**config.mk**
```make
export PLATFORM = sky130hd
export DESIGN_NAME = setpoint_level_assigner
export DESIGN_NICKNAME = d
export VERILOG_FILES = /design/src/rtl/sla_pkg.sv /design/src/rtl/sla_cell.sv /design/src/rtl/setpoint_level_assigner.sv
export SDC_FILE = /design/constraint.sdc
export NUM_CORES = 1
export LEC_CHECK = 0
export BUFFER_PORTS_ARGS = -buffer_cell sky130_fd_sc_hd__buf_2
export CORE_MARGIN = 5
export CORE_UTILIZATION = 61
export CTS_BUF_LIST = sky130_fd_sc_hd__clkbuf_8
export DETAILED_ROUTE_END_ITERATION = 8
export GPL_TIMING_DRIVEN = 0
export HOLD_SLACK_MARGIN = 0.06
export PLACE_DENSITY_LB_ADDON = 0.3
export SLEW_MARGIN = 40
export SYNTH_ARGS = -nofsm -noshare
export SYNTH_HDL_FRONTEND = slang
export SYNTH_HIERARCHICAL = 1
export SYNTH_SLANG_ARGS = --single-unit
```
**constraint.sdc**
```tcl
create_clock -name clk -period 8.05 [get_ports clk]
set_input_delay 2.0125 -clock clk [delete_from_list [all_inputs] [get_ports clk]]
set_output_delay 2.0125 -clock clk [all_outputs]
set_load 0.1 [all_outputs]
```
**src/rtl/sla_pkg.sv**
```systemverilog
`default_nettype none
package sla_pkg;

	localparam int LEVELS_DEF     = 8;
	localparam int VALUE_BITS_DEF = 16;
	localparam int TIME_BITS_DEF  = 16;

	// level index width along the cell chain, enough for the largest table
	localparam int CHAIN_LVL_W = 4;
	localparam int OUT_LVL_W   = 3;

	typedef enum logic [1:0] {
		MODE_FWD  = 2'd0,
		MODE_REV  = 2'd1,
		MODE_DEAD = 2'd2,
		MODE_HIZ  = 2'd3
	} mode_t;

	typedef enum logic [1:0] {
		ST_OK   = 2'd0,
		ST_OVF  = 2'd1,
		ST_SKIP = 2'd2
	} status_t;

	// per-cell control from the top level
	typedef struct packed {
		logic rev;
		logic wr;
	} cell_ctl_t;

	// match result rippling down the chain
	typedef struct packed {
		logic                   hit;
		logic [CHAIN_LVL_W-1:0] lvl;
	} chain_t;

endpackage
`default_nettype wire

```
**src/rtl/sla_cell.sv**
```systemverilog
`default_nettype none
module sla_cell
	import sla_pkg::*;
#(
	parameter int IDX      = 0,
	parameter int KEY_BITS = 32,
	parameter int UW       = 4
) (
	input  wire logic                clk,
	input  wire cell_ctl_t           ctl,
	input  wire logic [KEY_BITS-1:0] key,
	input  wire logic [UW-1:0]       used,
	input  wire chain_t              chain_in,
	output chain_t                   chain_out
);

	logic [KEY_BITS-1:0] fwd_q;
	logic [KEY_BITS-1:0] rev_q;
	logic                match;

	always_ff @(posedge clk) begin
		if (ctl.wr && !ctl.rev) begin
			fwd_q <= key;
		end
		if (ctl.wr && ctl.rev) begin
			rev_q <= key;
		end
	end

	// only entries below the fill count of the direction take part
	assign match = (UW'(IDX) < used) && ((ctl.rev ? rev_q : fwd_q) == key);

	always_comb begin
		chain_out.hit = chain_in.hit | match;
		chain_out.lvl = match ? CHAIN_LVL_W'(IDX) : chain_in.lvl;
	end

endmodule
`default_nettype wire

```
**src/rtl/setpoint_level_assigner.sv**
```systemverilog
`default_nettype none
// The done strobe carrying the result word follows start in the next cycle.
// Throughput: one segment per clock; busy stays low, the cell chain matches
// and updates its tables in the cycle of acceptance.
// done flags every result word; the receiver cannot stall the output.
// Reset: arst_n clears fill counts, abort flag and done; table entries are
// left as they are and are only read below the fill count.
module setpoint_level_assigner
	import sla_pkg::*;
#(
	parameter int LEVELS     = LEVELS_DEF,
	parameter int VALUE_BITS = VALUE_BITS_DEF,
	parameter int TIME_BITS  = TIME_BITS_DEF
) (
	input  wire logic                  clk,
	input  wire logic                  arst_n,
	input  wire logic                  start,
	output logic                       busy,
	input  wire logic [1:0]            segment_mode,
	input  wire logic [VALUE_BITS-1:0] voltage,
	input  wire logic [VALUE_BITS-1:0] current,
	input  wire logic [TIME_BITS-1:0]  time_value,
	input  wire logic                  sequence_end,
	output logic                       done,
	output logic [1:0]                 status,
	output logic [1:0]                 out_mode,
	output logic [OUT_LVL_W-1:0]       level,
	output logic [TIME_BITS-1:0]       out_time,
	output logic                       new_level,
	output logic [VALUE_BITS-1:0]      new_voltage,
	output logic [VALUE_BITS-1:0]      new_current,
	output logic                       last_out
);

	localparam int KEY_BITS = 2 * VALUE_BITS;
	localparam int UW       = $clog2(LEVELS + 1);

	logic                  accept;
	logic                  is_dir;
	logic                  rev;
	logic [UW-1:0]         fused_q;
	logic [UW-1:0]         rused_q;
	logic                  aborted_q;
	logic [UW-1:0]         used_sel;
	logic                  full;
	logic [KEY_BITS-1:0]   key;
	logic                  ins;
	logic                  ovf;
	cell_ctl_t             ctl [LEVELS];
	chain_t                chain [LEVELS+1];
	logic [1:0]            status_d;
	logic [OUT_LVL_W-1:0]  level_d;
	logic [CHAIN_LVL_W+OUT_LVL_W-1:0] lvl_ext;

	assign busy   = 1'b0;
	assign accept = start && !busy;
	assign is_dir = (segment_mode == MODE_FWD) || (segment_mode == MODE_REV);
	assign rev    = (segment_mode == MODE_REV);
	assign key    = {voltage, current};

	assign used_sel = rev ? rused_q : fused_q;
	assign full     = (used_sel == UW'(LEVELS));

	assign chain[0] = '{hit: 1'b0, lvl: '0};

	for (genvar i = 0; i < LEVELS; i++) begin : g_cell
		always_comb begin
			ctl[i].rev = rev;
			ctl[i].wr  = ins && (used_sel == UW'(i));
		end

		sla_cell #(
			.IDX      (i),
			.KEY_BITS (KEY_BITS),
			.UW       (UW)
		) u_cell (
			.clk       (clk),
			.ctl       (ctl[i]),
			.key       (key),
			.used      (used_sel),
			.chain_in  (chain[i]),
			.chain_out (chain[i+1])
		);
	end

	assign ins = accept && !aborted_q && is_dir && !chain[LEVELS].hit && !full;
	assign ovf = accept && !aborted_q && is_dir && !chain[LEVELS].hit && full;

	always_comb begin
		lvl_ext = '0;
		level_d = '0;
		if (aborted_q) begin
			status_d = ST_SKIP;
		end else if (ovf) begin
			status_d = ST_OVF;
		end else begin
			status_d = ST_OK;
			if (is_dir) begin
				lvl_ext = chain[LEVELS].hit ? (CHAIN_LVL_W+OUT_LVL_W)'(chain[LEVELS].lvl)
				                            : (CHAIN_LVL_W+OUT_LVL_W)'(used_sel);
				level_d = lvl_ext[OUT_LVL_W-1:0];
			end
		end
	end

	always_ff @(posedge clk or negedge arst_n) begin
		if (!arst_n) begin
			fused_q   <= '0;
			rused_q   <= '0;
			aborted_q <= 1'b0;
			done      <= 1'b0;
		end else begin
			done <= accept;
			if (accept) begin
				if (sequence_end) begin
					fused_q   <= '0;
					rused_q   <= '0;
					aborted_q <= 1'b0;
				end else begin
					if (ins && !rev) fused_q <= fused_q + UW'(1);
					if (ins && rev)  rused_q <= rused_q + UW'(1);
					if (ovf)         aborted_q <= 1'b1;
				end
			end
		end
	end

	always_ff @(posedge clk) begin
		if (accept) begin
			status      <= status_d;
			out_mode    <= segment_mode;
			level       <= level_d;
			out_time    <= time_value;
			new_level   <= ins;
			new_voltage <= ins ? voltage : '0;
			new_current <= ins ? current : '0;
			last_out    <= sequence_end;
		end
	end

endmodule
`default_nettype wire

```
==> flow_metrics.tcl <==
set metrics [dict create \
    num_vias 13300 \
    grt_start_max_net_pins 63 \
    drtIter0Drc 1189 \
    overflow 0 \
    initial_utilization_pct 61.9 \
    syn_area_per_cell_sq_um 17.1 \
    crit_path_end_kind "flip-flop" \
    cts.path.max_buffers 3 \
    path_delay_family "simple AND/OR/NAND/NOR gates" \
    dieArea_sq_mm 0.0445 \
    insertion_delay_ns 0.66 \
    cts_buffers 91 \
    syn2layout_area_growth_pct 13.9 \
    required_ns 8.40 \
    final_nets 1732 \
    dp_hpwl_mm 31.2 \
    layout-drive-gt1-share_pct 18.9 \
    slowest_delay_ns 0.63 \
    ctsRootBufferMaster "clkbuf_8" \
    period_share_pct 96.1 \
    min_period_ns 7.74 \
    routed_wl_mm 53.0 \
    synthCells 1438 \
    post_drt_wl_per_cell_microns 23.4 \
    yosys_warnings 6 \
    critPathCapture "g_cell[4].u_cell/rev_q[9]$_DFFE_PP_" \
    crit_buf_inv 6 \
    ioPinCount 113 \
    netlist_area_sq_mm 0.0246 \
    fin_skew_ns 0.0413 \
    tns_ns 0 \
    place.port_buffers 111 \
    grt_pass1_wl_mm 79.0 \
    cts_hold_buf 0 \
    gp_congestion 0.894 \
    die_y_microns 211 \
    place_area_sq_mm 0.0264 \
    slew-limit-headroom_pct 40.3 \
    hold_path_class "reg2reg" \
    vdd_drop_max_mv 0.191 \
    r2r-start "rused_q[1]$_DFFE_PN0P_" \
    critical_path_arrival_ns 8.09 \
    fill_cells 2572 \
    path_depth 23 \
    critPathLaunch "segment_mode[0]" \
    fin_total_pwr_mw 6.16 \
    path_clk_slew_ns 0.06 \
    slew_viol_final 0 \
    grt_use_total_pct 23.6 \
    die_w_microns 211 \
    drt_first_pass_iters 5 \
    tritoncts "yes" \
    fin_ws_ns 0.311 \
    finalNonFillerCells 2269 \
    drc 0 \
    start_kind "input port" \
    preCtsSetupSlack_ns -0.802 \
    core_area_sq_mm 0.0398 \
    path_class "in2reg" \
    rows 73 \
    ff2ff_setup_slack_ns 1.94 \
    worst_slew_pin_slew_ns 0.870 \
    cts.sinks 579 \
    cpMaxStageDelayCell "or4_1" \
    hold_viol 0 \
    multi_input_area_sq_mm 0.00686 \
    antenna_found_initial 0 \
    reg2regPathDepth 20 \
    max_cap_violations 0 \
    stdcell_area_sq_mm 0.0281 \
    path_max_fanout 19 \
    p_leak_nw 9.43 \
    power_density_mw_per_mm2 219 \
    finalSetupViolCount 0 \
    rsz0062_at_grt "false" \
    final_util_pct 70.5 \
    viasPerCell 5.85 \
    htree_levels 3 \
    grt_pass1_vias 13300 \
    dp.cells 2094 \
    r2r-end "g_cell[4].u_cell/rev_q[9]$_DFFE_PP_" \
    ant_nets 0 \
    seq_area_sq_mm 0.0173 \
    n_antenna_cell 0 \
    whs_ns 0.671 \
    cp_cell_sequence "buf_2, nand2b_1, clkbuf_1, clkinvlp_4, nand2_1, o21ai_1, or4_1, nand3_1, o31ai_1, a31o_2, a31o_2, a31o_1, a31o_2, a31o_1, a31o_1, inv_1, o31ai_2, nor4b_4, buf_2, o2111ai_1, nor2_1, and2_2, buf_16" \
    status "finished clean" \
    max_freq_ghz 0.129 \
]
## worst min path at each step
stage,cells after the start,slack (ns),start,end
after floorplan,1,0.57,rused_q[0]$_DFFE_PN0P_,rused_q[0]$_DFFE_PN0P_
after global placement,1,0.62,rused_q[0]$_DFFE_PN0P_,rused_q[0]$_DFFE_PN0P_
after detailed placement,3,0.65,rused_q[3]$_DFFE_PN0P_,rused_q[3]$_DFFE_PN0P_
after CTS,1,0.67,rused_q[0]$_DFFE_PN0P_,rused_q[0]$_DFFE_PN0P_
after global routing,1,0.69,rused_q[0]$_DFFE_PN0P_,rused_q[0]$_DFFE_PN0P_
final,3,0.67,rused_q[3]$_DFFE_PN0P_,rused_q[3]$_DFFE_PN0P_
## repair_timing
action / CTS / global route
gates resized for setup: 1 / 1
buffers inserted: 3 / 11
pin swaps: 0 / 0
endpoints found under the setup margin: 123 / 46
## worst min-delay path: cells and delay by family (launching register included)
family | cells | cell delay (ns)
DFF | 1 | 0.31
buffers and inverters | 1 | 0.19
and+or+nand+nor | 2 | 0.13
## power breakdown
group	switching, mW	internal, mW	total (mW)
clock network	1.09	1.09	2.19
logic	0.420	0.183	0.603
registers	0.0167	3.35	3.37
## metal layers
| metal | vias to the layer above | global-route usage, % | part of all wire, % |
|---|---|---|---|
| li1 | 6059 | - | - |
| met1 | 6670 | 33.7 | 42 |
| met2 | 465 | 38.3 | 49 |
| met3 | 84 | 3.97 | 6.4 |
| met4 | 0 | 6.48 | 2.0 |
| met5 | - | 0 | 0 |
## cell type report
cell class | count | share of cell area, %
Buffer | 47 | 1.72
Clock buffer | 91 | 4.46
Clock inverter | 70 | 1.23
Inverter | 18 | 0.254
Multi-Input combinational cell | 798 | 24.4
Sequential cell | 579 | 61.8
Tap cell | 525 | 2.34
Timing Repair Buffer | 141 | 3.80
## state kept, by name, indices dropped and copies added, names as in the netlist
signal,flops
rused_q,4
level,3
g_cell.u_cell/rev_q,256
new_voltage,16
new_level,1
new_current,16
done,1
out_mode,2
last_out,1
status,2
aborted_q,1
fused_q,4
out_time,16
g_cell.u_cell/fwd_q,256
## cell usage in the layout, fill, tap and decap left out, types with 7 or more instances in the layout
master,n
nor4_2,10
nor2_1,22
buf_8,7
nand2_1,10
buf_2,114
nand3_1,8
buf_4,16
and2_2,8
dfrtp_1,10
mux2i_1,259
nand4_1,15
a31o_2,10
clkinv_1,19
nor3_1,11
and3_1,34
buf_6,23
and4_1,8
o31a_1,12
clkbuf_1,10
inv_1,51
nor4_1,45
clkbuf_8,91
edfxtp_1,569
buf_16,13
clkinv_2,10
nor2b_4,8
xnor2_1,252
No activity file was read; power rests on OpenSTA's default activity.
